$ cat src/design/nrsq_pkg.sv
`timescale 1ns / 1ps

package nrsq_pkg;

    localparam int PitchInW  = 9;
    localparam int NoteW     = 7;
    localparam int RootW     = 4;
    localparam int ModeW     = 4;
    localparam int CfgIdxW   = 2;
    localparam int CfgDataW  = 7;
    localparam int IntervalN = 12;

    localparam logic [NoteW-1:0] NoteMax  = 7'd127;
    localparam logic [NoteW-1:0] VelMin   = 7'd1;

    typedef logic [IntervalN-1:0] t_mask;

    typedef enum logic [CfgIdxW-1:0] {
        REG_KEY_ROOT     = 2'd0,
        REG_SCALE_MODE   = 2'd1,
        REG_LOWEST_NOTE  = 2'd2,
        REG_HIGHEST_NOTE = 2'd3
    } t_reg_idx;

    typedef enum logic [ModeW-1:0] {
        MODE_MAJOR      = 4'd0,
        MODE_MINOR      = 4'd1,
        MODE_DORIAN     = 4'd2,
        MODE_PHRYGIAN   = 4'd3,
        MODE_LYDIAN     = 4'd4,
        MODE_MIXOLYDIAN = 4'd5,
        MODE_LOCRIAN    = 4'd6,
        MODE_PENTATONIC = 4'd7,
        MODE_BLUES      = 4'd8,
        MODE_HARM_MINOR = 4'd9,
        MODE_MEL_MINOR  = 4'd10
    } t_mode;

    // bit i set when interval i belongs to the mode
    function automatic t_mask mode_mask(input logic [ModeW-1:0] mode);
        t_mask m;
        case (t_mode'(mode))
            MODE_MAJOR:      m = 12'hAB5;
            MODE_MINOR:      m = 12'h5AD;
            MODE_DORIAN:     m = 12'h6AD;
            MODE_PHRYGIAN:   m = 12'h5AB;
            MODE_LYDIAN:     m = 12'hAD5;
            MODE_MIXOLYDIAN: m = 12'h6B5;
            MODE_LOCRIAN:    m = 12'h56B;
            MODE_PENTATONIC: m = 12'h295;
            MODE_BLUES:      m = 12'h4E9;
            MODE_HARM_MINOR: m = 12'h9AD;
            MODE_MEL_MINOR:  m = 12'hAAD;
            default:         m = 12'hAB5;
        endcase
        return m;
    endfunction

    // x mod 12 for x below 128: quotient by reciprocal 171/2048
    function automatic logic [3:0] mod12(input logic [NoteW-1:0] x);
        logic [14:0] prod;
        logic [3:0]  q;
        logic [NoteW-1:0] r;
        prod = 15'(x) * 15'd171;
        q    = prod[14:11];
        r    = x - NoteW'(q) * NoteW'(12);
        return r[3:0];
    endfunction

    // candidate n (may be out of 0..127) is in the scale starting at root
    function automatic logic is_member(input logic signed [PitchInW-1:0] n,
                                       input logic [RootW-1:0] root,
                                       input t_mask mask);
        logic [NoteW-1:0] off;
        logic ok;
        ok  = (n >= $signed({5'd0, root})) && (n <= $signed({2'd0, NoteMax}));
        off = n[NoteW-1:0] - NoteW'(root);
        return ok && mask[mod12(off)];
    endfunction

endpackage

$ cat src/design/note_range_scale_quantizer_top.sv
`timescale 1ns / 1ps

// Quantizes one note per cycle: the pitch is clamped to lowest_note, then to
// highest_note, and snapped to the nearest note of the selected scale (lower
// note on a tie); velocity is clamped to 1..127. An item is taken at any edge
// with start high and busy low; its result shows on o_done after the input
// register and then the result register, so one item every cycle. busy is
// set in reset and cleared by the clock once reset is released. The receiver
// cannot stall: o_done lasts exactly one cycle; the results hold until the next.
// Register writes must come only while no item is in flight.
module note_range_scale_quantizer_top (
    input  logic                              i_clk,
    input  logic                              i_rst_n,
    input  logic                              start,
    output logic                              busy,
    input  logic signed [nrsq_pkg::PitchInW-1:0] i_pitch_in,
    input  logic signed [nrsq_pkg::PitchInW-1:0] i_velocity_in,
    output logic                              o_done,
    output logic [nrsq_pkg::NoteW-1:0]        o_pitch_out,
    output logic [nrsq_pkg::NoteW-1:0]        o_velocity_out,
    input  logic                              i_cfg_valid,
    output logic                              o_cfg_ready,
    input  logic [nrsq_pkg::CfgIdxW-1:0]      i_cfg_index,
    input  logic [nrsq_pkg::CfgDataW-1:0]     i_cfg_data
);

    localparam int PW = nrsq_pkg::PitchInW;
    localparam int NW = nrsq_pkg::NoteW;

    logic                 r_busy;
    logic [nrsq_pkg::RootW-1:0] r_key_root;
    logic [nrsq_pkg::ModeW-1:0] r_scale_mode;
    logic [NW-1:0]        r_lowest_note;
    logic [NW-1:0]        r_highest_note;

    logic                 r_in_vld;
    logic signed [PW-1:0] r_pitch;
    logic signed [PW-1:0] r_vel;

    logic                 r_done;
    logic [NW-1:0]        r_pitch_out;
    logic [NW-1:0]        r_vel_out;

    logic                 accept;
    logic                 cfg_wr;
    logic signed [PW-1:0] p_lo;
    logic [NW-1:0]        p_clamp;
    logic signed [PW-1:0] p_s;
    nrsq_pkg::t_mask      mask;
    logic [NW-1:0]        n_pitch_out;
    logic [NW-1:0]        n_vel_out;

    assign accept      = start && !busy;
    assign cfg_wr      = i_cfg_valid && o_cfg_ready;
    assign busy        = r_busy;
    assign o_cfg_ready = !r_busy;

    always_ff @(posedge i_clk) begin
        if (!i_rst_n) begin
            r_busy <= 1'b1;
        end else begin
            r_busy <= 1'b0;
        end
    end

    always_ff @(posedge i_clk) begin
        if (!i_rst_n) begin
            r_key_root     <= '0;
            r_scale_mode   <= '0;
            r_lowest_note  <= '0;
            r_highest_note <= nrsq_pkg::NoteMax;
        end else if (cfg_wr) begin
            case (nrsq_pkg::t_reg_idx'(i_cfg_index))
                nrsq_pkg::REG_KEY_ROOT:     r_key_root     <= i_cfg_data[nrsq_pkg::RootW-1:0];
                nrsq_pkg::REG_SCALE_MODE:   r_scale_mode   <= i_cfg_data[nrsq_pkg::ModeW-1:0];
                nrsq_pkg::REG_LOWEST_NOTE:  r_lowest_note  <= i_cfg_data[NW-1:0];
                nrsq_pkg::REG_HIGHEST_NOTE: r_highest_note <= i_cfg_data[NW-1:0];
                default: ;
            endcase
        end
    end

    // input register
    always_ff @(posedge i_clk) begin
        if (!i_rst_n) begin
            r_in_vld <= 1'b0;
        end else begin
            r_in_vld <= accept;
        end
    end

    always_ff @(posedge i_clk) begin
        if (accept) begin
            r_pitch <= i_pitch_in;
            r_vel   <= i_velocity_in;
        end
    end

    // lower bound first, upper bound wins when they cross
    always_comb begin
        p_lo    = (r_pitch < $signed({2'd0, r_lowest_note}))
                  ? $signed({2'd0, r_lowest_note}) : r_pitch;
        p_clamp = (p_lo > $signed({2'd0, r_highest_note}))
                  ? r_highest_note : p_lo[NW-1:0];
        p_s     = $signed({2'd0, p_clamp});
        mask    = nrsq_pkg::mode_mask(r_scale_mode);
    end

    // scale gaps are at most three, so the nearest member lies within two;
    // candidates are checked nearest first, lower first on equal distance
    always_comb begin
        if (p_clamp <= NW'(r_key_root)) begin
            n_pitch_out = NW'(r_key_root);
        end else if (nrsq_pkg::is_member(p_s, r_key_root, mask)) begin
            n_pitch_out = p_clamp;
        end else if (nrsq_pkg::is_member(p_s - PW'(1), r_key_root, mask)) begin
            n_pitch_out = p_clamp - NW'(1);
        end else if (nrsq_pkg::is_member(p_s + PW'(1), r_key_root, mask)) begin
            n_pitch_out = p_clamp + NW'(1);
        end else if (nrsq_pkg::is_member(p_s - PW'(2), r_key_root, mask)) begin
            n_pitch_out = p_clamp - NW'(2);
        end else if (nrsq_pkg::is_member(p_s + PW'(2), r_key_root, mask)) begin
            n_pitch_out = p_clamp + NW'(2);
        end else begin
            n_pitch_out = p_clamp;
        end
    end

    always_comb begin
        if (r_vel < $signed({2'd0, nrsq_pkg::VelMin})) begin
            n_vel_out = nrsq_pkg::VelMin;
        end else if (r_vel > $signed({2'd0, nrsq_pkg::NoteMax})) begin
            n_vel_out = nrsq_pkg::NoteMax;
        end else begin
            n_vel_out = r_vel[NW-1:0];
        end
    end

    // result register
    always_ff @(posedge i_clk) begin
        if (!i_rst_n) begin
            r_done <= 1'b0;
        end else begin
            r_done <= r_in_vld;
        end
    end

    always_ff @(posedge i_clk) begin
        if (r_in_vld) begin
            r_pitch_out <= n_pitch_out;
            r_vel_out   <= n_vel_out;
        end
    end

    assign o_done         = r_done;
    assign o_pitch_out    = r_pitch_out;
    assign o_velocity_out = r_vel_out;

    a_done_follows_accept: assert property (@(posedge i_clk) disable iff (!i_rst_n)
        o_done |-> $past(accept, 2))
        else $error("result without a transfer two cycles earlier");

    a_accept_gives_done: assert property (@(posedge i_clk) disable iff (!i_rst_n)
        accept |=> ##1 o_done)
        else $error("accepted item produced no result");

    a_vel_nonzero: assert property (@(posedge i_clk) disable iff (!i_rst_n)
        o_done |-> (o_velocity_out != '0))
        else $error("velocity out of range");

    a_pitch_above_root: assert property (@(posedge i_clk) disable iff (!i_rst_n)
        o_done |-> (o_pitch_out >= NW'(r_key_root)))
        else $error("pitch below scale root");

endmodule
$ cat config.mk
export PLATFORM = sky130hd
export DESIGN_NAME = note_range_scale_quantizer_top
export DESIGN_NICKNAME = d
export VERILOG_FILES = /design/src/design/nrsq_pkg.sv /design/src/design/note_range_scale_quantizer_top.sv
export SDC_FILE = /design/constraint.sdc
export NUM_CORES = 1
export LEC_CHECK = 0
export BUFFER_PORTS_ARGS = -buffer_cell sky130_fd_sc_hd__buf_4
export CORE_MARGIN = 3
export CORE_UTILIZATION = 40
export CTS_BUF_LIST = sky130_fd_sc_hd__clkbuf_8
export CTS_CLUSTER_SIZE = 8
export DETAILED_ROUTE_END_ITERATION = 10
export GPL_TIMING_DRIVEN = 0
export SYNTH_ARGS = -nofsm -noshare
export SYNTH_HDL_FRONTEND = slang
export SYNTH_SLANG_ARGS = --single-unit
export TNS_END_PERCENT = 20
$ cat constraint.sdc
create_clock -name i_clk -period 11.3 [get_ports i_clk]
set_input_delay 1.695 -clock i_clk [delete_from_list [all_inputs] [get_ports i_clk]]
set_output_delay 1.695 -clock i_clk [all_outputs]
set_load 0.02 [all_outputs]
==> results.cfg <==
[outcome]
status = complete, but fails checks
violations = negative setup slack

[sta]
setup_violations = 7
rsz0062_at_grt = true
hold_viol_final = 0
max_slew.worst_pin.slew_ns = 0.924
setup_ws_ns = -0.307
fin_skew_ns = 0.00800
tns_ns = -1.41
fin_crit_ns = 11.61
relSlewSlack_pct = 38.1
final.period_utilization_pct = 103
fmax_ghz = 0.0862
slew_viol_final = 0

[cells_and_area]
nFillCells = 2244
num-nets-final = 1456
drive_gt1_share_pct = 20.4
area_growth_pct = 19.6
num_antenna_cells = 0

[die]
die_area_mm2 = 0.0267
core_mm2 = 0.0239
num_rows = 56
io_pins = 48
initial_core_util_pct = 41.4
die_h_um = 163
die_width_um = 163

[logic_synthesis]
synth_cells = 1071
async_flop_share_pct = 0
synth.net_count = 1353
synth.avg_cell_area_um2 = 9.24
ys_ff_latch = 68
synth_edf_count = 32
syn_area_mm2 = 0.00990
synth_ff_type = dfxtp_1
synth_warnings = 0
seq_area_frac_synth_pct = 17.0
synthDistinctLibCells = 85

[setup_path]
critical_path_class = register to register
worstSetupStartpointType = register
slowest_stage = fa_1
cp_max_fo = 8
cp-end-kind = register
critical_path_arrival_ns = 11.67
max_stage_delay_ns = 0.49
required_ns = 11.37
crit_top_cell = ha_1

[cts]
clockBufferDepth = 2
cts_buffers = 9
h-tree-depth = 3
path_clk_slew_ns = 0.08
cts_tree = done
cts_root_buf = clkbuf_8
worstSkewPairLatency_ns = 0.34
cts.sinks = 68

[drt]
postRouteAntennaNets = 0
drcViolationCount = 0
firstDrtPassIters = 5
routed_wirelength_mm = 24.5
routed_via_density = 5.38
wl_per_cell_um = 16.3
drt_iter0_markers = 558
routed-via-count = 8064

[global_routing]
grt_pass1_wl_mm = 39.7
grt_pass1_vias = 7826
grt_start_max_net_pins = 20
antenna_found_initial = 0
globalRoute.totalOverflow = 0
grt_usage_pct = 18.3

[placement]
place_hpwl_mm = 19.3
gp_congestion = 0.920
dp_slack_ns = -2.14
portBuffers = 47

[min_path]
min_path_type = register to register

[job]
maxCapViolations = 0
[kinds of logic after synthesis]
| group | Yosys count | synth area share, % |
|---|---|---|
| simple gates | 247 | 12.3 |
| flops | 68 | 17.0 |
| compound gates | 204 | 14.4 |
| buf+inv | 177 | 7.56 |
| xor+xnor | 84 | 7.99 |
| mux | 40 | 5.33 |
| fa+ha+maj | 251 | 35.4 |
[cells in the final DEF, fill, tap and decap left out, types with 5 or more instances in the layout]
| cell type | n |
|---|---|
| nand3_1 | 19 |
| a211o_1 | 5 |
| clkbuf_1 | 11 |
| inv_2 | 6 |
| nand2b_1 | 11 |
| xnor2_1 | 62 |
| o21ai_0 | 23 |
| a21o_1 | 12 |
| a21oi_1 | 44 |
| nor2b_1 | 17 |
| ha_4 | 8 |
| mux2i_1 | 20 |
| xor2_1 | 7 |
| nand4_1 | 13 |
| edfxtp_1 | 32 |
| clkbuf_8 | 15 |
| fa_1 | 48 |
| ha_1 | 193 |
| nor2_1 | 61 |
| o21ai_1 | 7 |
| o211ai_1 | 14 |
| inv_1 | 141 |
| and3_1 | 8 |
| buf_4 | 92 |
| nand2_1 | 61 |
| a21oi_2 | 11 |
| nor3_1 | 15 |
| o21a_1 | 13 |
| dfxtp_1 | 35 |
| mux4_2 | 6 |
[worst paths after layout]
path / start / to / slack [ns] / depth (start not counted)
worst max-delay path: r_pitch[1] / o_pitch_out[2] / -0.31 / 53
worst min-delay path: r_lowest_note[0] / r_lowest_note[0] / 0.55 / 2
worst max register to register: r_pitch[1] / o_pitch_out[2] / -0.31 / 53
worst min register to register: r_lowest_note[0] / r_lowest_note[0] / 0.55 / 2
[metal layers]
| layer | vias to the layer above | share of wire [%] | GRT usage, % | wire length (um) |
|---|---|---|---|---|
| met5 | - | 0 | 0 | 0 |
| met4 | 0 | 1.5 | 3.34 | 376 |
| met3 | 30 | 5.5 | 1.93 | 1350 |
| met2 | 240 | 46 | 29.8 | 11300 |
| met1 | 3834 | 47 | 26.6 | 11400 |
| li1 | 3960 | - | - | - |
[area by class of cell]
type / instances / area [um2] / area share (%)
multi-input combinational: 826 / 8070 / 68.1
sequential: 68 / 1680 / 14.2
timing repair buffer: 95 / 733 / 6.19
inverter: 150 / 566 / 4.77
tap: 319 / 399 / 3.37
buffer: 24 / 190 / 1.61
clock buffer: 9 / 124 / 1.05
clock inverter: 7 / 82.6 / 0.697
[synth_stat cells, drive strengths merged (4+ instances only)]
master | count | area, um2
nor3b | 4 | 35.0
o21ai | 36 | 188
o22ai | 4 | 25.0
buf | 6 | 35.0
fa | 49 | 981
or3 | 5 | 31.3
a21boi | 7 | 56.3
o21a | 13 | 97.6
nor3 | 19 | 100
a21o | 15 | 115
inv | 148 | 556
dfxtp | 36 | 721
a211o | 5 | 43.8
a21oi | 57 | 285
a211oi | 4 | 40.0
edfxtp | 32 | 961
mux2i | 25 | 262
and3 | 9 | 56.3
xnor3 | 4 | 90.1
o211ai | 14 | 105
mux2 | 7 | 78.8
nand3 | 21 | 105
ha | 202 | 2530
nand2b | 11 | 68.8
xnor2 | 69 | 604
nand2 | 65 | 246
or2 | 4 | 25.0
nor2b | 18 | 113
mux4 | 8 | 188
nor2 | 62 | 235
nand4 | 13 | 81.3
o31ai | 4 | 30.0
a2111oi | 8 | 95.1
xor2 | 11 | 96.3
clkbuf | 21 | 150
o221ai | 5 | 43.8
[worst max-delay path: cells and delay by family (launching register included)]
kind                       cells  cell delay, ns
AOI/OAI and AO/OA             18            3.74
xor gates and xnor gates       5            0.86
buffers and inverters          8            0.88
and+or+nand+nor               10            1.41
DFF                            1            0.42
adders and majority gates     11            3.68
muxes                          1            0.32
[state kept, by name, indices dropped and copies added (netlist names)]
signal          count
r_lowest_note       7
o_velocity_out      7
mask               11
r_in_vld            1
o_pitch_out         7
r_key_root          4
r_pitch             9
busy                1
r_highest_note      7
r_scale_mode        4
o_done              1
r_vel               9
[through the flow]
stage          utilization (%)  hold WS (ns)  instances  instance area (um2)
4_1_cts                   48.5         0.553       1481                11600
5_1_grt                   49.6         0.590       1498                11800
3_3_place_gp              44.7         0.536       1437                10700
2_1_floorplan                -         0.478       1071                 9930
6_report                  49.6         0.549       1498                11800
3_5_place_dp              44.7         0.538       1437                10700
[timing repair]
item	CTS	global route
endpoints found under the hold margin	0	0
pin swaps	45	24
setup endpoints to repair	7	7
hold buffers	0	0
setup buffers	31	17
resized for setup	92	26
Power is not shown: default switching activity piles up to over one toggle a cycle in this logic, so the estimate is an artifact.
